==> config.mk <==
export PLATFORM = sky130hd
export DESIGN_NAME = adss_cfg
export DESIGN_NICKNAME = d
export VERILOG_FILES = /design/src/design/adss_pkg.sv /design/src/design/adss_cfg.sv
export SDC_FILE = /design/constraint.sdc
export NUM_CORES = 1
export LEC_CHECK = 0
export BUFFER_PORTS_ARGS = -buffer_cell sky130_fd_sc_hd__buf_4
export CAP_MARGIN = 15
export CORE_AREA = 4 4 67 69
export DETAILED_ROUTE_END_ITERATION = 8
export DIE_AREA = 0 0 71 73
export PLACE_DENSITY_LB_ADDON = 0.1
export SETUP_SLACK_MARGIN = 0.3
export SLEW_MARGIN = 20
export SYNTH_ARGS = -nofsm -noshare
export SYNTH_HDL_FRONTEND = slang
export SYNTH_SLANG_ARGS = --single-unit
export TNS_END_PERCENT = 50
==> constraint.sdc <==
create_clock -name clk -period 1.1 [get_ports clk]
set_input_delay 0.11 -clock clk [delete_from_list [all_inputs] [get_ports clk]]
set_output_delay 0.11 -clock clk [all_outputs]
set_load 0.01 [all_outputs]
==> src/design/adss_pkg.sv <==
package adss_pkg;

  // Width of the time stamps kept and subtracted inside the block.
  localparam int TIME_W = 32;
  // Width of the time stamp field on the command channel.
  localparam int NOW_W = 32;
  localparam int FUNC_W = 3;
  localparam int CLASS_W = 2;
  localparam int THR_W = 16;

  // Configuration port geometry.
  localparam int CFG_DATA_W = 32;
  localparam int CFG_ADDR_W = 3;
  localparam int CFG_IDX_LSB = 2;

  localparam logic [0:0] REG_HOLD_STAND = 1'd0;
  localparam logic [0:0] REG_DISARM = 1'd1;

  localparam logic [THR_W-1:0] HOLD_STAND_DEFAULT_MS = 16'd200;
  localparam logic [THR_W-1:0] DISARM_DEFAULT_MS = 16'd1000;

  // Command codes.
  localparam logic [FUNC_W-1:0] FUNC_TICK = 3'd0;
  localparam logic [FUNC_W-1:0] FUNC_NOTE_INTENT = 3'd1;
  localparam logic [FUNC_W-1:0] FUNC_ENTER_BRAIN = 3'd2;
  localparam logic [FUNC_W-1:0] FUNC_ENTER_MUX = 3'd3;
  localparam logic [FUNC_W-1:0] FUNC_ARM = 3'd4;
  localparam logic [FUNC_W-1:0] FUNC_DISARM = 3'd5;
  localparam logic [FUNC_W-1:0] FUNC_LATCH_ESTOP = 3'd6;
  localparam logic [FUNC_W-1:0] FUNC_CLEAR_ESTOP = 3'd7;

  // Intent classes.
  localparam logic [CLASS_W-1:0] CLASS_FRESH = 2'd0;
  localparam logic [CLASS_W-1:0] CLASS_HOLD_STAND = 2'd1;
  localparam logic [CLASS_W-1:0] CLASS_DISARM_REQ = 2'd2;
  localparam logic [CLASS_W-1:0] CLASS_UNUSED = 2'd3;

  typedef struct packed {
    logic [FUNC_W-1:0] func;
    logic [NOW_W-1:0]  now_time_ms;
    logic              config_ok;
  } cmd_t;

  typedef struct packed {
    logic               accepted;
    logic [CLASS_W-1:0] intent_class;
    logic               brain_mode;
    logic               is_armed;
    logic               estop_active;
    logic               ramp_reset;
    logic               may_enter_brain;
  } res_t;

  typedef struct packed {
    logic [THR_W-1:0] hold_stand_timeout_ms;
    logic [THR_W-1:0] disarm_timeout_ms;
  } thr_t;

endpackage

==> src/design/adss_cfg.sv <==
module adss_cfg import adss_pkg::*; (
  input  logic                  clk,
  input  logic                  rst_n,
  input  logic                  psel,
  input  logic                  penable,
  input  logic                  pwrite,
  input  logic [CFG_ADDR_W-1:0] paddr,
  input  logic [CFG_DATA_W-1:0] pwdata,
  output logic [CFG_DATA_W-1:0] prdata,
  output logic                  pready,
  output thr_t                  thr
);

  thr_t       thr_r;
  thr_t       thr_nxt;
  logic [0:0] reg_idx;
  logic       wr_en;

  assign pready  = 1'b1;
  assign reg_idx = paddr[CFG_IDX_LSB];
  assign wr_en   = psel && penable && pwrite && pready;

  always_comb begin
    thr_nxt = thr_r;
    if (wr_en) begin
      case (reg_idx)
        REG_HOLD_STAND: thr_nxt.hold_stand_timeout_ms = pwdata[THR_W-1:0];
        REG_DISARM:     thr_nxt.disarm_timeout_ms = pwdata[THR_W-1:0];
        default:        thr_nxt = thr_r;
      endcase
    end
  end

  always_comb begin
    case (reg_idx)
      REG_HOLD_STAND: prdata = CFG_DATA_W'(thr_r.hold_stand_timeout_ms);
      REG_DISARM:     prdata = CFG_DATA_W'(thr_r.disarm_timeout_ms);
      default:        prdata = '0;
    endcase
  end

  always_ff @(posedge clk) begin
    if (!rst_n) begin
      thr_r.hold_stand_timeout_ms <= HOLD_STAND_DEFAULT_MS;
      thr_r.disarm_timeout_ms     <= DISARM_DEFAULT_MS;
    end else begin
      thr_r <= thr_nxt;
    end
  end

  assign thr = thr_r;

endmodule

-- Yosys cells after proc, flatten, opt, wreduce, memory -nomap -nowiden
Index checks and enable logic that the tools add are counted.
- flip-flop bits (word level): 32
- word-level logic and storage cells: 8
- output and inout port bits: 65
- input port bits: 40
- mux-type cells: 1
- bitwise operators: 1
- reductions and logical operators: 4
- operator list (operator ; count):
    $pmux W32 S2 ; 1
    $reduce_and A2 Y1 ; 2
    $logic_and A1 B1 Y1 ; 2
    $not A1 Y1 ; 1

-- Depth between registers and ports, before layout
Gate-level depths: netlist of the first run.
- word-level depth: 3
- gate-level depth with buffers: 5

-- Worst setup path before layout of the first run
No wires, ideal clock.
- kind: in2reg
- start point: input port paddr[2]
- end point: register thr_r, in the netlist thr[16]
- data required time: 1028 ps
- slack: 122 ps
- data arrival time: 906 ps
- library setup time: 72 ps
- stages: 5
- cell sequence: buf_6 and4b_1 buf_6 buf_12 mux2i_1
- cells in the longest elaborated chain, start to end: 2
- RTL lines (what ; RTL line ; RTL):
    start: declaration ; adss_cfg.sv:7 ; input logic [CFG_ADDR_W-1:0] paddr,
    $not A1 Y1 ; -- ;
    $reduce_and A2 Y1 (no source line) ; -- ;
    end signal: assignment ; adss_cfg.sv:47 ; thr_r <= thr_nxt;
    end: declaration ; adss_cfg.sv:14 ; thr_t thr_r;
Every way passes these cells.
A chain may end at the register's enable or synchronous reset.

-- Worst setup path after layout of the first run
- start point: register thr_r, in the netlist thr[25]
- end point: output port prdata[9]
- cells in the longest elaborated chain, start to end: 1
- RTL lines (what ; RTL line ; RTL):
    $pmux W32 S2 ; adss_cfg.sv:35 ; case (reg_idx)
    end: declaration ; adss_cfg.sv:9 ; output logic [CFG_DATA_W-1:0] prdata,
Every way passes these cells. The select of a mux whose other input is x is not followed.

==> results of run 1 <==
[stage by stage]
stage | TNS [ns] | instances | utilization [%] | power [mW] | setup slack, ns
CTS | -0.0715 | 313 | 69.6 | 2.57 | -0.0138
global placement | 0 | 276 | 54.1 | 1.57 | 0.0931
global route | -0.510 | 319 | 72.3 | 2.69 | -0.0413
detailed placement | 0 | 276 | 54.1 | 1.58 | 0.0476
floorplan | 0 | 179 | - | 1.46 | 0.126
finish | -0.0379 | 319 | 72.3 | 2.58 | -0.00992
[area by class of cell]
type                    instances  area (um2)  share of cell area [%]
repair buffers                110        1130                    40.0
multi-input cells             119         863                    30.5
flip-flops and latches         32         681                    24.1
clock buffers                   8        90.1                    3.18
well taps                      50        62.6                    2.21
[cell usage in the layout (no fill, tap or decap), drive strengths merged]
| cell | synthesis | routed |
|---|---|---|
| and4b | 1 | 1 |
| buf | 22 | 110 |
| clkbuf | 6 | 8 |
| and4 | 1 | 1 |
| mux2i | 32 | 32 |
| dfxtp | 32 | 32 |
| nand2 | 36 | 36 |
| nand4 | 1 | 1 |
| mux2 | 16 | 16 |
| nor2b | 15 | 15 |
| conb | 2 | 17 |
[metal layers]
metal	vias to the layer above	GRT usage [%]	part of all wire [%]
met5	-	0	0
met3	6	5.23	5.9
met2	46	34.3	56
li1	717	-	-
met1	708	19.8	37
met4	0	5.64	1.1
[cells by family (layout without fill, tap and decap cells)]
family	count (synthesis)	in the layout	share of synthesized area [%]
buf+inv	28	118	12.6
flops	32	32	39.8
mux	48	48	31.1
other cells	2	17	0.466
simple gates	54	54	16.1
[critical path, cell delays in order (launching register included)]
cell	delay, ns
dfxtp_2	0.33
mux2_4	0.28
buf_6	0.12
[power groups by stage]
stage | combinational, mW | sequential, mW | clock (mW)
final | 0.463 | 1.21 | 0.907
after global routing | 0.496 | 1.21 | 0.985
after CTS | 0.443 | 1.21 | 0.926
after detailed placement | 0.353 | 1.23 | 0
after global placement | 0.340 | 1.23 | 0
after floorplan | 0.222 | 1.24 | 0
[cell usage after synthesis]
cell / number / area [um2]
buf_2: 2 / 10.0
nand4_2: 1 / 12.5
and4_1: 1 / 8.76
mux2i_1: 32 / 320
mux2_2: 16 / 180
nor2b_1: 15 / 93.8
conb_1: 2 / 7.51
nand2_1: 36 / 135
buf_6: 2 / 22.5
dfxtp_1: 32 / 641
and4b_1: 1 / 10.0
buf_4: 17 / 128
buf_12: 1 / 20.0
clkbuf_1: 6 / 22.5
[how the worst max path moves through the flow]
stage | startpoint | end | slack (ns) | cells after the start
final | thr[25] | prdata[9] | -0.01 | 2
after global routing | thr[8] | prdata[8] | -0.04 | 2
after CTS | thr[27] | prdata[11] | -0.01 | 2
after detailed placement | paddr[2] | thr[25] | 0.05 | 4
after global placement | paddr[2] | thr[24] | 0.09 | 4
after floorplan | paddr[2] | thr[16] | 0.13 | 5
[repair_timing]
item                                    CTS  global route
gates resized for setup                 101            17
setup buffers                            29             6
endpoints found under the setup margin   48            51
hold endpoints to repair                  0             0
==> results.md, run 1 <==
* Post-route setup slack at -0.00992 ns
* Antenna violations before repair at 0
* Final WL at 4.65 mm
* # setup viols final at 7
* 1st-iter DRT viols at 32
* Clock Tree Root: clkbuf_8
* Leak pwr at 1.32 nW
* Switching fraction of total power at 24.0%
* CORE AREA at 3910 um2
* Outcome: complete, but fails checks
* Critical path required time at 0.99 ns
* R2R Path End: thr[8]
* Hold slack at 0.0906 ns
* CP startpoint kind: flop
* Max Clock Skew at 0 ns
* Cells after synthesis at 164
* Reg2Reg Depth at 4
* Power Density at 911 nW/um2
* Share of post-route cells with drive strength above 1 at 62.1%
* Synthesis warning total at 0
* IO Pins at 105
* Clk pwr share at 35.2%
* DRT Pass-1 Iters at 4
* Layout area overhead at 75.5%
* GRT Total Usage at 18.3%
* Fmax at 901 MHz
* Final Instance Area at 2830 um2
* PortBufs at 69
* Worst Hold Launch: pwdata[5]
* Comb pwr share at 18.0%
* Worst-path clk slew at 0.06 ns
* Clock Path Buffers at 2
* Slew Limit Fails at 0
* Initial Utilization at 41.2%
* Die Y-Extent at 73 um
* Crit path time final at 1.11 ns
* Final #Nets at 308
* Seq/Total Area, Yosys at 39.8%
* Largest net degree at the start of global routing at 25
* Layout fillers at 307
* Final hold vios at 0
* Via Count at 1477
* Mapped Area at 1610 um2
* CTS Hold Bufs at 0
* Die Width at 71 um
* CTS tree: yes
* Synth cell types at 14
* H-tree lvl count at 2
* Avg WL per Cell at 14.6 um
* Hold endpoint: thr[21]
* Floorplan row count at 23
* Vias in the first global route at 1547
* Clk_lat worst skew at 0.27 ns
* Drt drc at 0
* Max cap viols at 0
* Critical path class: reg -> out
* Failing checks: negative setup slack
* CTS Sinks at 32
* CP Data Arrival Time at 1.00 ns
* Sequential fraction of design power at 46.8%
* Final HPWL DP at 3.02 mm
* CP Max Fanout at 2
* CTS Buf Count at 5
* Avg Cell Area, Syn at 9.83 um2
* Reg2reg setup slack at 0.26 ns
* DR vias/cell at 4.63
* Min-delay worst type: in -> reg
* Cells on Worst Hold Path at 3
* Psw at 0.618 mW
* N_diodes at 0
* Max reg flops at 32
* Part of the cycle the worst path needs at 101%
* Post-route ant nets at 0
* VDD IR-drop max at 0.000641 V
* Placed cell areas at 2120 um2
* Gpl congestion at 0.758
* #FFs+latches synth at 32
* Total die area at 5180 um2
* Grt ovf at 0
* First-pass GRT wire length at 7.40 mm
* FF-to-FF Start: thr[8]
* Setup crit end kind: output pin
* RSZ-0062 raised after global routing: yes
* Internal power at 1.96 mW
(Power assumes the default switching activity.)
==> run 2, diff against run 1 <==
- CTS_BUF_LIST: unset -> sky130_fd_sc_hd__clkbuf_8 sky130_fd_sc_hd__clkbuf_16
==> run 2 against run 1 <==
The run still ends with negative setup slack left. Critical path type unchanged. Combinational power hardly changed. Worst hold slack hardly changed. Wire length is 0.47% lower. Worst setup slack hardly changed. Non-clock buffer count stayed put. Highest routed layer unchanged. Utilization stayed put. Critical path depth stayed put. Largest cell class unchanged. First-iteration DRC count is 3.1% lower. Fmax hardly changed. Clock power is 2% lower. Clock skew stayed put.
==> results.md, run 2 (synthesis gave the netlist of run 1 again) <==
* Outcome: complete, but fails checks
* Failing checks: negative setup slack
* H-tree lvl count at 2 (unchanged)
* CP Data Arrival Time at 1.00 ns (about the same)
* Post-route setup slack at -0.00993 ns (-0.00000988 ns)
* Worst-path clk slew at 0.06 ns (about the same)
* First-pass GRT wire length at 7.40 mm (unchanged)
* Final #Nets at 308 (unchanged)
* Drt drc at 0 (unchanged)
* Max reg flops at 32 (unchanged)
* VDD IR-drop max at 0.000641 V (-0.10%)
* Avg WL per Cell at 14.5 um (-0.47%)
* Comb pwr share at 18.1% (about the same)
* DR vias/cell at 4.65 (+0.41%)
* Max cap viols at 0 (unchanged)
* CP startpoint kind: flop
* Fin util at 72.3% (unchanged)
* Clock Path Buffers at 2 (unchanged)
* N_diodes at 0 (unchanged)
* GRT Total Usage at 18.3% (unchanged)
* Final hold vios at 0 (unchanged)
* Switching fraction of total power at 24.2% (+0.19 points)
* Max Clock Skew at 0 ns (unchanged)
* CTS Sinks at 32 (unchanged)
* CP Max Fanout at 2 (unchanged)
* Leak pwr at 1.33 nW (+0.63%)
* CTS Buf Count at 5 (unchanged)
* Die Width at 71 um (unchanged)
* Psw at 0.618 mW (about the same)
* Sequential fraction of design power at 47.2% (+0.4 points)
* Critical path class: reg -> out
* Floorplan row count at 23 (unchanged)
* Crit path time final at 1.11 ns (+0.00000988 ns)
* Vias in the first global route at 1547 (unchanged)
* Layout area overhead at 75.5% (unchanged)
* Min-delay worst type: in -> reg
* Clock Tree Root: clkbuf_8
* Die Y-Extent at 73 um (unchanged)
* Share of post-route cells with drive strength above 1 at 62.1% (unchanged)
* Largest net degree at the start of global routing at 25 (unchanged)
* IO Pins at 105 (unchanged)
* Most frequent cells in the layout: 75 x buf_6, 34 x nand2_1, 33 x buf_4, 32 x mux2i_1, 32 x dfxtp_2
* RSZ-0062 raised after global routing: yes
* CTS tree: yes
* Grt ovf at 0 (unchanged)
* Total die area at 5180 um2 (unchanged)
* Sum of negative setup slack at -0.0380 ns (-0.000154 ns)
* 1st-iter DRT viols at 31 (-3.1%)
* Slew Limit Fails at 0 (unchanged)
* Gpl congestion at 0.758 (unchanged)
* Critical path required time at 0.99 ns (about the same)
* # setup viols final at 7 (unchanged)
* Via Count at 1483 (+0.41%)
* Final HPWL DP at 3.02 mm (unchanged)
* CORE AREA at 3910 um2 (unchanged)
* Initial Utilization at 41.2% (unchanged)
* Clk_lat worst skew at 0.27 ns (about the same)
* Setup crit end kind: output pin
* PortBufs at 69 (unchanged)
* Layout fillers at 307 (unchanged)
* Internal power at 1.94 mW (-0.96%)
* Reg2reg setup slack at 0.26 ns (about the same)
* Power Density at 904 nW/um2 (-0.72%)
* Post-route ant nets at 0 (unchanged)
* Final WL at 4.63 mm (-0.47%)
* CTS Hold Bufs at 0 (unchanged)
* Power consumption at 2.56 mW (-0.72%)
* Clk pwr share at 34.7% (-0.5 points)
* Commonest non-fill, non-tap cell in the layout: buf_6
* DRT Pass-1 Iters at 4 (unchanged)
* Fmax at 901 MHz (about the same)
* Antenna violations before repair at 0 (unchanged)
* Part of the cycle the worst path needs at 101% (about the same)
run 2: changes by cell type in the layout (fill, tap and decap cells not counted):
| cell | before | now |
|---|---|---|
| clkbuf_1 | 2 | 0 |
| inv_1 | 0 | 2 |
run 2: repair_timing:
action | in CTS | in global routing
gates resized for setup | 101 | 17
setup buffers | 29 | 6
pin swaps | 0 | 0
endpoints found under the setup margin | 48 | 51
cloned | 0 | 0
run 2: layout make-up:
cell class              instances  area, um2  area share, %
multi-input cells             119        863           30.5
clock inverters                 2       7.51          0.265
well taps                      50       62.6           2.21
clock buffers                   6       82.6           2.92
repair buffers                110       1130           40.0
flip-flops and latches         32        681           24.1
run 2: worst max-delay path, stage by stage, from the launching register on:
cell     delay, ns
dfxtp_2       0.33
mux2_4        0.28
buf_6         0.12
run 2: power by group through the flow:
stage	clock [mW]	sequential (mW)	combinational (mW)
CTS	0.908	1.21	0.443
finish	0.889	1.21	0.462
floorplan	0	1.24	0.222
global placement	0	1.23	0.340
detailed placement	0	1.23	0.353
global route	0.968	1.21	0.496
run 2: metal layers:
layer | track usage, % | wire [um] | up-vias
li1 | - | - | 717
met5 | 0 | 0 | -
met1 | 19.8 | 1710 | 714
met3 | 5.23 | 273 | 6
met4 | 5.64 | 53 | 0
met2 | 34.3 | 2600 | 46
run 2: worst paths after layout:
| path | depth (start not counted) | to | from |
|---|---|---|---|
| min | 3 | thr[21] | pwdata[5] |
| max reg2reg | 4 | thr[8] | thr[8] |
| min reg2reg | 2 | thr[7] | thr[7] |
| max | 2 | prdata[9] | thr[25] |
run 2: stage by stage:
step                      instances  hold slack, ns  area, um2  worst slack [ns]
final                           319          0.0907       2830          -0.00993
after global routing            319          0.0885       2830           -0.0413
after CTS                       313          0.0783       2720           -0.0138
after global placement          276           0.368       2120            0.0931
after floorplan                 179           0.252       1670             0.126
after detailed placement        276           0.391       2120            0.0476
