`src/design/adss_pkg.sv`:
```
package adss_pkg;

  // Width of the time stamps kept and subtracted inside the block.
  localparam int TIME_W = 32;
  // Width of the time stamp field on the command channel.
  localparam int NOW_W = 32;
  localparam int FUNC_W = 3;
  localparam int CLASS_W = 2;
  localparam int THR_W = 16;

  // Configuration port geometry.
  localparam int CFG_DATA_W = 32;
  localparam int CFG_ADDR_W = 3;
  localparam int CFG_IDX_LSB = 2;

  localparam logic [0:0] REG_HOLD_STAND = 1'd0;
  localparam logic [0:0] REG_DISARM = 1'd1;

  localparam logic [THR_W-1:0] HOLD_STAND_DEFAULT_MS = 16'd200;
  localparam logic [THR_W-1:0] DISARM_DEFAULT_MS = 16'd1000;

  // Command codes.
  localparam logic [FUNC_W-1:0] FUNC_TICK = 3'd0;
  localparam logic [FUNC_W-1:0] FUNC_NOTE_INTENT = 3'd1;
  localparam logic [FUNC_W-1:0] FUNC_ENTER_BRAIN = 3'd2;
  localparam logic [FUNC_W-1:0] FUNC_ENTER_MUX = 3'd3;
  localparam logic [FUNC_W-1:0] FUNC_ARM = 3'd4;
  localparam logic [FUNC_W-1:0] FUNC_DISARM = 3'd5;
  localparam logic [FUNC_W-1:0] FUNC_LATCH_ESTOP = 3'd6;
  localparam logic [FUNC_W-1:0] FUNC_CLEAR_ESTOP = 3'd7;

  // Intent classes.
  localparam logic [CLASS_W-1:0] CLASS_FRESH = 2'd0;
  localparam logic [CLASS_W-1:0] CLASS_HOLD_STAND = 2'd1;
  localparam logic [CLASS_W-1:0] CLASS_DISARM_REQ = 2'd2;
  localparam logic [CLASS_W-1:0] CLASS_UNUSED = 2'd3;

  typedef struct packed {
    logic [FUNC_W-1:0] func;
    logic [NOW_W-1:0]  now_time_ms;
    logic              config_ok;
  } cmd_t;

  typedef struct packed {
    logic               accepted;
    logic [CLASS_W-1:0] intent_class;
    logic               brain_mode;
    logic               is_armed;
    logic               estop_active;
    logic               ramp_reset;
    logic               may_enter_brain;
  } res_t;

  typedef struct packed {
    logic [THR_W-1:0] hold_stand_timeout_ms;
    logic [THR_W-1:0] disarm_timeout_ms;
  } thr_t;

endpackage

```
`src/design/adss_core.sv`:
```
module adss_core import adss_pkg::*; (
  input  logic clk,
  input  logic rst_n,
  input  thr_t thr,
  input  logic cmd_valid,
  input  cmd_t cmd,
  output logic cmd_ready,
  output logic res_valid,
  input  logic res_ready,
  output res_t res
);

  logic              brain_r;
  logic              brain_nxt;
  logic              armed_r;
  logic              armed_nxt;
  logic              estop_r;
  logic              estop_nxt;
  logic [TIME_W-1:0] last_r;
  logic [TIME_W-1:0] last_nxt;
  logic              res_valid_r;
  res_t              res_r;
  res_t              res_nxt;
  logic [TIME_W-1:0] now_t;
  logic [TIME_W-1:0] stale;
  logic [CLASS_W-1:0] cls_calc;
  logic              fire;

  assign cmd_ready = !res_valid_r || res_ready;
  assign fire      = cmd_valid && cmd_ready;

  // Staleness wraps modulo the time width, like the time stamps themselves.
  assign now_t = TIME_W'(cmd.now_time_ms);
  assign stale = now_t - last_r;

  always_comb begin
    if (stale > TIME_W'(thr.disarm_timeout_ms)) begin
      cls_calc = CLASS_DISARM_REQ;
    end else if (stale > TIME_W'(thr.hold_stand_timeout_ms)) begin
      cls_calc = CLASS_HOLD_STAND;
    end else begin
      cls_calc = CLASS_FRESH;
    end
  end

  always_comb begin
    brain_nxt = brain_r;
    armed_nxt = armed_r;
    estop_nxt = estop_r;
    last_nxt  = last_r;
    res_nxt   = '0;
    res_nxt.accepted     = 1'b1;
    res_nxt.intent_class = CLASS_FRESH;
    case (cmd.func)
      FUNC_TICK: begin
        if (estop_r) begin
          armed_nxt            = 1'b0;
          res_nxt.ramp_reset   = 1'b1;
          res_nxt.intent_class = CLASS_DISARM_REQ;
        end else begin
          res_nxt.intent_class = cls_calc;
          if (cls_calc == CLASS_DISARM_REQ) begin
            armed_nxt          = 1'b0;
            res_nxt.ramp_reset = 1'b1;
          end else if (cls_calc == CLASS_HOLD_STAND && armed_r) begin
            res_nxt.ramp_reset = 1'b1;
          end
        end
      end
      FUNC_NOTE_INTENT: begin
        last_nxt = now_t;
      end
      FUNC_ENTER_BRAIN: begin
        if (!brain_r && !armed_r && !estop_r && cmd.config_ok) begin
          brain_nxt          = 1'b1;
          armed_nxt          = 1'b0;
          res_nxt.ramp_reset = 1'b1;
        end else begin
          res_nxt.accepted = 1'b0;
        end
      end
      FUNC_ENTER_MUX: begin
        brain_nxt          = 1'b0;
        armed_nxt          = 1'b0;
        res_nxt.ramp_reset = 1'b1;
      end
      FUNC_ARM: begin
        if (!brain_r || estop_r || !cmd.config_ok) begin
          armed_nxt        = 1'b0;
          res_nxt.accepted = 1'b0;
        end else begin
          armed_nxt          = 1'b1;
          last_nxt           = now_t;
          res_nxt.ramp_reset = 1'b1;
        end
      end
      FUNC_DISARM: begin
        armed_nxt          = 1'b0;
        res_nxt.ramp_reset = 1'b1;
      end
      FUNC_LATCH_ESTOP: begin
        estop_nxt          = 1'b1;
        armed_nxt          = 1'b0;
        res_nxt.ramp_reset = 1'b1;
      end
      FUNC_CLEAR_ESTOP: begin
        if (armed_r) begin
          res_nxt.accepted = 1'b0;
        end else begin
          estop_nxt = 1'b0;
        end
      end
      default: begin
        res_nxt.accepted = 1'b0;
      end
    endcase
    res_nxt.brain_mode      = brain_nxt;
    res_nxt.is_armed        = armed_nxt;
    res_nxt.estop_active    = estop_nxt;
    res_nxt.may_enter_brain = !brain_nxt && !armed_nxt && !estop_nxt && cmd.config_ok;
  end

  always_ff @(posedge clk) begin
    if (!rst_n) begin
      brain_r     <= 1'b0;
      armed_r     <= 1'b0;
      estop_r     <= 1'b0;
      last_r      <= '0;
      res_valid_r <= 1'b0;
    end else begin
      if (fire) begin
        brain_r <= brain_nxt;
        armed_r <= armed_nxt;
        estop_r <= estop_nxt;
        last_r  <= last_nxt;
      end
      if (cmd_ready) begin
        res_valid_r <= cmd_valid;
      end
    end
  end

  always_ff @(posedge clk) begin
    if (fire) begin
      res_r <= res_nxt;
    end
  end

  assign res_valid = res_valid_r;
  assign res       = res_r;

endmodule

```
`config.mk`:
```
export PLATFORM = sky130hd
export DESIGN_NAME = adss_core
export DESIGN_NICKNAME = d
export VERILOG_FILES = /design/src/design/adss_pkg.sv /design/src/design/adss_core.sv
export SDC_FILE = /design/constraint.sdc
export NUM_CORES = 1
export LEC_CHECK = 0
export BUFFER_PORTS_ARGS = -buffer_cell sky130_fd_sc_hd__buf_2
export CORE_ASPECT_RATIO = 1.75
export CORE_MARGIN = 1.5
export CORE_UTILIZATION = 50
export DETAILED_ROUTE_END_ITERATION = 10
export PLACE_DENSITY = 0.82
export SLEW_MARGIN = 5
export SYNTH_ARGS = -nofsm -noshare
export SYNTH_HDL_FRONTEND = slang
export SYNTH_SLANG_ARGS = --single-unit
```
`constraint.sdc`:
```
create_clock -name clk -period 6.7 [get_ports clk]
set_input_delay 2.01 -clock clk [delete_from_list [all_inputs] [get_ports clk]]
set_output_delay 2.01 -clock clk [all_outputs]
set_load 0.01 [all_outputs]
```
* Word level (Yosys, flattened, before mapping)
Cells that the tools add are included.
** Storage, ports and cells
- Input port bits :: 72
- Register bits :: 44
** Cells by class
- Reductions and logical operators :: 24
- Eq/ne operators :: 10
- Bitwise operators :: 1
- $add $sub $neg :: 1
- Muxes and demuxes :: 21
- Order comparisons :: 2
** Operator list (count)
- $gt 32x16->1 :: 2
- $pmux 32 s2 :: 1
- $mux 32 :: 1
- $sub 32x32->32 :: 1
- $eq 3x3->1 const B :: 4
- $mux 1 :: 12
- $logic_and 1x1->1 :: 8
- $logic_not 1->1 :: 8
- $pmux 1 s4 :: 2
- $eq 3x2->1 const B :: 2
- $mux 2 :: 2
- $pmux 1 s2 :: 2
- $eq 3x1->1 const B :: 1
- $logic_not 3->1 :: 1
- $logic_or 1x1->1 :: 3
- $pmux 1 s3 :: 1
- $reduce_and 3->1 :: 1
- $reduce_or 3->1 :: 1
- $eq 2x1->1 const B :: 1
- $eq 2x2->1 const B :: 1
- $ne 2x2->1 const B :: 1
- $reduce_bool 2->1 :: 1
- $reduce_or 2->1 :: 1
- $not 1->1 :: 1

* Longest topological paths before layout
Gate-level depths: netlist (run 1).
- Depth after elaboration :: 12
- Mapped depth :: 19

* Worst setup path before layout (run 1)
No wires, ideal clock.
- Path type :: input to register
- Start :: in cmd[1] (netlist name)
- End :: reg res_r (netlist bit res[0]) (data pin)
- Setup time :: 0.256 ns
- Data arrival time :: 5.620 ns
- Stages on the path :: 18
- Slack :: 0.824 ns
- Path through :: inv_1 ha_1 fa_1 nand2b_1 a21oi_1 nor2_1 o21bai_1 xor2_1 ha_1 and4_1 a221oi_1 o221ai_1 o21a_1 a2111oi_2 nand4_1 a2111oi_4 a311oi_2 and4_1
** RTL lines
- start, declared :: line adss_core.sv:6 : input cmd_t cmd,
- end signal, assigned :: line adss_core.sv:145 : res_r <= res_nxt;
- end, declared :: line adss_core.sv:22 : res_t res_r;

==> results.toml, run 1 <==
[placed_design]
place_congestion = 0.9761
port_buffers = 81
dpl_worst_slack_ps = 93.02
hpwl_um = 10990
placed_area_um2 = 5279

[timing]
fin_skew_ps = 5.977
setup_violations = 0
worst_slack_ps = 294.3
finalHoldViolCount = 0
max_slew.worst_pin.slew_ps = 1083
whs_ps = 462.2
fin_crit_sh_pct = 95.61
min_period_ps = 6406
relSlewSlack_pct = 27.80
rsz0062_at_grt = "false"
drv_slew = 0
fmaxAchievable_ghz = 0.1561
setup_tns_ps = 0

[drt]
wirelength_um = 13460
drtAntennaViolNets = 0
via_count = 4811
drt_first_iter_violations = 297
wl_per_cell_um = 16.04
avgViaCountPerCell = 5.734
first_pass_iters = 5
drc = 0

[setup_path]
crit_start = "cmd[5]"
crit_end = "res[0]"
r2r_end = "res[0]"
end_kind = "flip-flop"
worstRegToRegCells = 16
worstPathMaxFanout = 5
worstSetupPathType = "input pin to flip-flop"
rr_startpoint = "last_r[4]"
r2r_slack_ps = 1770
startpoint_type = "input pin"
cp.arrival_ps = 6460
worst-endpoint-required_ps = 6750

[yosys]
syn_area_um2 = 4782
ys_async_sr_fraction_pct = 0
synth.distinct_cells = 65
syn-mean-instance-area_um2 = 7.391
yosysSeqAreaShare_pct = 20.09
synth_edf_count = 8
synthCells = 647
synth_warnings = 0
synth_compound_area_share_pct = 28.60
synthSimpleGateAreaFrac_pct = 21.32
synth_fa_ha_area_share_pct = 16.90
synthFlopType = "dfxtp_1"
synth_top_family_by_area = "compound AO/OA/AOI/OAI gates"
ys_ff_latch = 44
yosys.area_share.xor_xnor_pct = 3.480
synth_nets = 783
synth_mux_area_share_pct = 1.308

[finish]
utilization_pct = 58.29
num-fill-cells = 890
syn_to_final_growth_pct = 13.97
nets = 852
drive_gt1_share_pct = 15.20
mostFrequentLayoutCell = "nand2_1"
antenna_cells = 0
final_cell_mix = "nand2_1, buf_2, inv_1"
final_area_um2 = 5450

[floorplanning]
initial_core_util_pct = 51.14
die_height_um = 132.4
die_x_um = 76.93
num_rows = 47
design.die.area_um2 = 10180
coreArea_um2 = 9350
io_pins = 82

[cts]
postCtsResizedCells = 0
cts_num_sinks = 44
cts_buffer_depth = 2
clk_pin_slew_ps = 70
insertion_delay_ps = 290
clock-root-buffer = "clkbuf_16"
ctsHoldBuffers = 0
cts_tree = "yes"
cts_setup_buffers = 0
cts_buffers = 5
htree_levels = 2

[worst_hold_path]
hp-class = "flip-flop to flip-flop"

[global_routing]
grt_pass1_wl_um = 22160
antenna_found_initial = 0
grt_pass1_vias = 4921
grt_start_max_net_pins = 37
overflow = 0
grtUsageTotal_pct = 26.97

[run_status]
status = "finished clean"

[power_and_ir_drop]
p_per_area_nw_per_um2 = 164.2
peakVddDrop_mv = 0.1551
p_leak_nw = 2.336

[job]
maxCapViolations = 0
-- logic make-up (layout without fill, tap and decap cells) --
| kind of cell | count (synthesis) | count (layout) |
|---|---|---|
| adders and majority gates | 64 | 64 |
| AOI/OAI and AO/OA | 194 | 194 |
| xor gates and xnor gates | 19 | 19 |
| DFF | 44 | 44 |
| buffers and inverters | 100 | 170 |
| and+or+nand+nor | 220 | 220 |
| muxes | 6 | 6 |
-- power breakdown --
part | internal, mW | switching, mW
Clock | 0.177 | 0.114
Sequential | 0.279 | 0.00501
Combinational | 0.132 | 0.188
-- critical path, cell delays in order --
cell	delay [ps]
buf_2	120
ha_1	350
o211ai_1	120
a21o_1	200
a2111oi_0	630
or3_1	330
xor2_1	130
ha_1	310
nand4_1	130
or4_1	450
o21a_1	230
a2111oi_2	360
nand4_1	200
a2111oi_4	460
a311oi_2	200
and4_1	220
-- Yosys cell counts (3+ instances only) --
cell,instances,area [um2]
nand2_1,108,405.4
inv_1,76,285.3
ha_1,63,788.3
a21oi_1,47,235.2
dfxtp_1,36,720.7
a21boi_0,35,262.8
nor2_1,32,120.1
o21ai_0,21,105.1
a21o_1,18,135.1
clkbuf_1,17,63.81
nand3_1,17,85.08
nand4_1,15,93.84
xnor2_1,12,105.1
nand2b_1,11,68.82
o21a_1,10,75.07
edfxtp_1,8,240.2
nor3_1,8,40.04
xor2_1,7,61.31
nor2b_1,6,37.54
o211ai_1,6,45.04
buf_2,5,25.02
o21ai_1,5,25.02
o21bai_1,5,37.54
o221ai_1,5,43.79
a31oi_1,4,25.02
and2_1,4,25.02
and4_1,4,35.03
mux2i_1,4,40.04
or3_1,4,25.02
a211o_1,3,26.28
-- metal layers --
layer	global-route usage (%)	vias up	routed length [um]
met1	25.82	2195	4913
met4	17.18	0	828
met5	0	-	0
met3	3.322	51	438
met2	52.41	141	7276
li1	-	2424	-
-- state kept, by name, summed over array words and instances, names as in the netlist --
register and flops:
brain_r 1, res_valid 1, armed_r 1, last_r 32, estop_r 1, res 8
-- worst min path at each step --
stage	startpoint	endpoint	slack, ps	depth (start not counted)
2_1_floorplan	last_r[17]	last_r[17]	440	2
3_3_place_gp	last_r[25]	last_r[25]	450	2
3_5_place_dp	last_r[16]	last_r[16]	460	2
4_1_cts	last_r[25]	last_r[25]	470	2
5_1_grt	last_r[5]	last_r[5]	490	2
6_report	last_r[25]	last_r[25]	460	2
-- layout make-up --
| type | instances | area (um2) | area share [%] |
|---|---|---|---|
| clock buffers | 5 | 125.1 | 2.296 |
| clock inverters | 3 | 46.29 | 0.8494 |
| inverters | 76 | 285.3 | 5.234 |
| multi-input cells | 503 | 3437 | 63.06 |
| flip-flops and latches | 44 | 960.9 | 17.63 |
| well taps | 122 | 152.6 | 2.801 |
| repair buffers | 86 | 442.9 | 8.127 |
-- metrics by stage --
step | power, mW | cells
2_1_floorplan | 0.5106 | 647
3_3_place_gp | 0.5921 | 831
5_1_grt | 0.9460 | 839
3_5_place_dp | 0.6049 | 831
4_1_cts | 0.8977 | 839
6_report | 0.8948 | 839
Note: power is estimated with default switching activity, not from simulation.
==> run 2, diff against run 1 <==
--- a/config.mk
+++ b/config.mk
@@ -9,6 +9,7 @@
 export CORE_ASPECT_RATIO = 1.75
 export CORE_MARGIN = 1.5
 export CORE_UTILIZATION = 50
+export CTS_BUF_LIST = sky130_fd_sc_hd__clkbuf_8
 export DETAILED_ROUTE_END_ITERATION = 10
 export PLACE_DENSITY = 0.82
 export SLEW_MARGIN = 5
==> run 2 against run 1 <==
Compared with the run above:
- hold slack better by 3.5 ps
- register-to-register slack better by 20 ps
- clock-buffer cell count unchanged
- fmax up 0.75%
- design area down 1.0%
- non-clock buffer count unchanged
- die area unchanged
- setup slack better by 48 ps
- via count up 0.91%
- power down 8.0%
- sequential share of layout area up 0.18 points
==> results.toml, run 2 (synthesis gave the netlist of run 1 again) <==
[global_routing]
grt_pass1_wl_um = 22090
antenna_found_initial = 0
overflow = 0
grtUsageTotal_pct = 26.78
grt_pass1_vias = 4925
grt_start_max_net_pins = 37

[power_and_ir_drop]
peakVddDrop_mv = 0.1195
p_leak_nw = 2.311
p_per_area_nw_per_um2 = 152.7

[finish]
mostFrequentLayoutCell = "nand2_1"
nets = 852
final_area_um2 = 5394
largest_reg_flops = 32
largest_register = "last_r"
syn_to_final_growth_pct = 12.79
drive_gt1_share_pct = 15.20
final_cell_mix = "nand2_1, buf_2, inv_1"
antenna_cells = 0

[timing]
whs_ps = 465.8
setup_violations = 0
min_period_ps = 6358
relSlewSlack_pct = 28.88
worst_slack_ps = 342.2
drv_slew = 0
rsz0062_at_grt = "false"
max_slew.worst_pin.slew_ps = 1067
finalHoldViolCount = 0
fmaxAchievable_ghz = 0.1573
setup_tns_ps = 0
fin_crit_sh_pct = 94.89
fin_skew_ps = 6.322

[cts]
cts_buffer_depth = 2
cts_num_sinks = 44
postCtsResizedCells = 0
ctsHoldBuffers = 0
clock-root-buffer = "clkbuf_8"
cts_tree = "yes"
htree_levels = 2
cts_setup_buffers = 0
clk_pin_slew_ps = 100
cts_buffers = 5
insertion_delay_ps = 320

[drt]
wirelength_um = 13370
first_pass_iters = 7
drt_first_iter_violations = 325
drc = 0
drtAntennaViolNets = 0
avgViaCountPerCell = 5.787
wl_per_cell_um = 15.94
via_count = 4855

[placed_design]
hpwl_um = 10990
place_congestion = 0.9761
port_buffers = 81
placed_area_um2 = 5279
dpl_worst_slack_ps = 93.02

[setup_path]
worst-endpoint-required_ps = 6780
worstPathMaxFanout = 5
cp.arrival_ps = 6440
end_kind = "flip-flop"
crit_chain = "buf_2 -> ha_1 -> o211ai_1 -> a21o_1 -> a2111oi_0 -> or3_1 -> xor2_1 -> ha_1 -> nand4_1 -> or4_1 -> o21a_1 -> a2111oi_2 -> nand4_1 -> a2111oi_4 -> a311oi_2 -> and4_1"
worstSetupPathType = "input pin to flip-flop"
startpoint_type = "input pin"
max_stage_delay_ps = 630
cpMaxStageDelayCell = "a2111oi_0"

[floorplanning]
coreArea_um2 = 9350
num_rows = 47
die_height_um = 132.4
initial_core_util_pct = 51.14
io_pins = 82
design.die.area_um2 = 10180
die_x_um = 76.93

[worst_hold_path]
hp-class = "flip-flop to flip-flop"

[job]
maxCapViolations = 0

[run_status]
status = "finished clean"
-- run 2: cell count changes in the layout (fill, tap and decap cells not counted) --
cell       delta
clkbuf_8      +5
clkbuf_16     -5
-- run 2: cell type report --
type,count,area [um2]
fillers,899,3956
multi-input cells,503,3437
flip-flops and latches,44,960.9
repair buffers,86,442.9
inverters,76,285.3
well taps,122,152.6
clock buffers,5,68.82
clock inverters,3,46.29
-- run 2: where the power goes --
group / leakage [nW] / switching (mW) / total [mW] / internal [mW]
Combinational: 1.89 / 0.187 / 0.319 / 0.132
Sequential: 0.370 / 0.00496 / 0.283 / 0.278
Clock: 0.0548 / 0.108 / 0.221 / 0.113
Total: 2.31 / 0.301 / 0.824 / 0.523
-- run 2: critical path: cells and delay by family --
| kind | cells | cell delay, ps |
|---|---|---|
| and+or+nand+nor | 5 | 1340 |
| xor gates and xnor gates | 1 | 130 |
| AOI/OAI and AO/OA | 7 | 2180 |
| buffers and inverters | 1 | 120 |
| adders and majority gates | 2 | 660 |
-- run 2: through the flow --
stage | utilization [%] | cells | power (mW)
6_report | 57.69 | 839 | 0.8236
5_1_grt | 57.69 | 839 | 0.8730
3_5_place_dp | 56.46 | 831 | 0.6049
3_3_place_gp | 56.46 | 831 | 0.5921
2_1_floorplan | - | 647 | 0.5106
4_1_cts | 57.69 | 839 | 0.8256
-- run 2: per-layer routing --
layer / vias up / GRT usage [%] / share of wire, %
li1: 2423 / - / -
met5: - / 0 / 0
met4: 0 / 17.39 / 5.9
met2: 156 / 52.06 / 55
met3: 50 / 2.976 / 3.2
met1: 2226 / 25.69 / 36
-- run 2: path summary, 6_finish.rpt --
path                                 start         end  slack, ps  depth (start not counted)
worst max register to register   last_r[4]      res[0]       1790                         16
worst max-delay path                cmd[5]      res[0]        340                         16
worst min register to register  last_r[25]  last_r[25]        470                          2
worst min-delay path            last_r[25]  last_r[25]        470                          2
==> run 3, diff against run 2 <==
--- a/config.mk
+++ b/config.mk
@@ -6,7 +6,7 @@
 export NUM_CORES = 1
 export LEC_CHECK = 0
 export BUFFER_PORTS_ARGS = -buffer_cell sky130_fd_sc_hd__buf_2
-export CORE_ASPECT_RATIO = 1.75
+export CORE_ASPECT_RATIO = 0.75
 export CORE_MARGIN = 1.5
 export CORE_UTILIZATION = 50
 export CTS_BUF_LIST = sky130_fd_sc_hd__clkbuf_8
==> run 3 against run 2 <==
Compared with the run above:
- setup slack improved by 160 ps
- design area fell by 0.79%
- clock-buffer cell count is the same
- clock skew down 1.6 ps
- fmax grew 2.7%
- hold slack gained 3.7 ps
- sequential share of layout area rose by 0.14 points
- global-route usage down 0.13 points
- non-clock buffer count decreased by 3
- clock power is 23% lower
- via count up 1.4%
- routed wire length is 1.8% lower
- critical endpoint unchanged
- largest power group unchanged
==> results.toml, run 3 (synthesis gave the netlist of run 1 again) <==
[job]
maxCapViolations = 0

[drt]
wirelength_um = 13130
drt-met1-wl_um = 6168
drtAntennaViolNets = 0
drt_first_iter_violations = 386
first_pass_iters = 5
avgViaCountPerCell = 5.847
drc = 0
wl_met2_um = 5599
routed.top_layer = "met4"
wl_met3_um = 1150
wl_per_cell_um = 15.59
via_count = 4923

[global_routing]
overflow = 0
grtUsageTotal_pct = 26.65
grt_pass1_vias = 4614
grt_pass1_wl_um = 21550
grt_start_max_net_pins = 37
antenna_found_initial = 1

[power_and_ir_drop]
p_per_area_nw_per_um2 = 144.7
peakVddDrop_mv = 0.09088
internal-power_uw = 482.5
p_seq_share_pct = 36.6
p_switching_uw = 291.7
combinationalPowerShare_pct = 41.5
p_leak_nw = 2.279
netSwitchingFraction_pct = 37.68
pwr-share-clk_pct = 21.9
total_power_uw = 774.2

[cts]
cts_num_sinks = 44
cts_buffer_depth = 2
insertion_delay_ps = 310
ctsHoldBuffers = 0
clk_pin_slew_ps = 90
cts_setup_buffers = 0
cts_buffers = 5
htree_levels = 2
clock-root-buffer = "clkbuf_8"
cts_tree = "yes"
postCtsResizedCells = 0

[placed_design]
place_inst = 834
place_congestion = 0.9785
dpl_worst_slack_ps = 246.2
placed_area_um2 = 5264
port_buffers = 81
hpwl_um = 10720

[worst_hold_path]
min-delay-start = "last_r[24]"
hp-class = "flip-flop to flip-flop"
hold_path_depth = 2

[finish]
largest_register = "last_r"
utilization_pct = 58.43
largest_reg_flops = 32
multi_input_area_um2 = 3437
mostFrequentLayoutCell = "nand2_1"
seqCellArea_um2 = 960.9
syn_to_final_growth_pct = 11.90
drive_gt1_share_pct = 14.71
nets = 849
fin_cells = 842
final_area_um2 = 5351
num-fill-cells = 912
antenna_cells = 0
final_cell_mix = "nand2_1, buf_2, inv_1"

[timing]
fin_skew_ps = 4.674
worst_slack_ps = 506.6
fmaxAchievable_ghz = 0.1615
setup_violations = 0
setup_tns_ps = 0
drv_slew = 0
min_period_ps = 6193
fin_crit_sh_pct = 92.44
relSlewSlack_pct = 24.41
whs_ps = 469.5
rsz0062_at_grt = "false"
max_slew.worst_pin.slew_ps = 1134
finalHoldViolCount = 0

[setup_path]
worstPathMaxFanout = 4
end_kind = "flip-flop"
crit_chain = "buf_2 -> ha_1 -> o211ai_1 -> a21o_1 -> a211oi_2 -> a31oi_1 -> o31a_1 -> xnor2_1 -> ha_1 -> nand4_1 -> or4_1 -> o21a_1 -> a2111oi_2 -> nand4_1 -> a2111oi_4 -> a311oi_2 -> and4_1"
cp.depth = 17
cp.buffers_inverters = 1
rr_startpoint = "last_r[3]"
r2r_end = "res[0]"
max_stage_delay_ps = 440
worstRegToRegCells = 17
r2r_slack_ps = 1940
crit_end = "res[0]"
cpMaxStageDelayCell = "or4_1"
crit_family = "compound AO/OA/AOI/OAI gates"
worstSetupPathType = "input pin to flip-flop"
startpoint_type = "input pin"
worst-endpoint-required_ps = 6770
crit_start = "cmd[4]"
cp.arrival_ps = 6270

[run_status]
status = "finished clean"

[floorplanning]
design.die.area_um2 = 10170
num_rows = 30
io_pins = 82
initial_core_util_pct = 52.21
coreArea_um2 = 9159
die_height_um = 87.70
die_x_um = 115.9
run 3: per-layer routing:
layer	track usage [%]	vias up
met1	37.33	2270
met4	5.987	0
met2	42.73	215
li1	-	2415
met5	0	-
met3	4.983	23
run 3: worst reg2reg max path, delay by kind of cell, from the launching register on:
family | cells | cell delay, ps
XOR/XNOR | 1 | 160
flip-flops | 1 | 340
buffers and inverters | 1 | 40
AO/OA/AOI/OAI | 9 | 2350
adder cells (fa/ha/maj) | 2 | 670
AND/OR/NAND/NOR | 4 | 960
run 3: area by class of cell:
class                      instances  area share [%]
multi-input combinational        503           64.23
sequential                        44           17.96
timing repair buffer              83           7.856
inverter                          76           5.331
tap                              128           2.993
clock buffer                       5           1.286
clock inverter                     3          0.3507
run 3: worst min path at each step:
stage | endpoint | slack [ps]
floorplan | last_r[17] | 440
global placement | last_r[13] | 450
detailed placement | last_r[24] | 460
CTS | last_r[24] | 470
global route | last_r[12] | 490
finish | last_r[24] | 470
run 3: power groups by stage:
| stage | clock network (mW) | logic (mW) | registers, mW |
|---|---|---|---|
| 3_3_place_gp | 0 | 0.303 | 0.289 |
| 2_1_floorplan | 0 | 0.221 | 0.290 |
| 3_5_place_dp | 0 | 0.313 | 0.290 |
| 5_1_grt | 0.188 | 0.358 | 0.285 |
| 4_1_cts | 0.175 | 0.315 | 0.283 |
| 6_report | 0.170 | 0.321 | 0.284 |
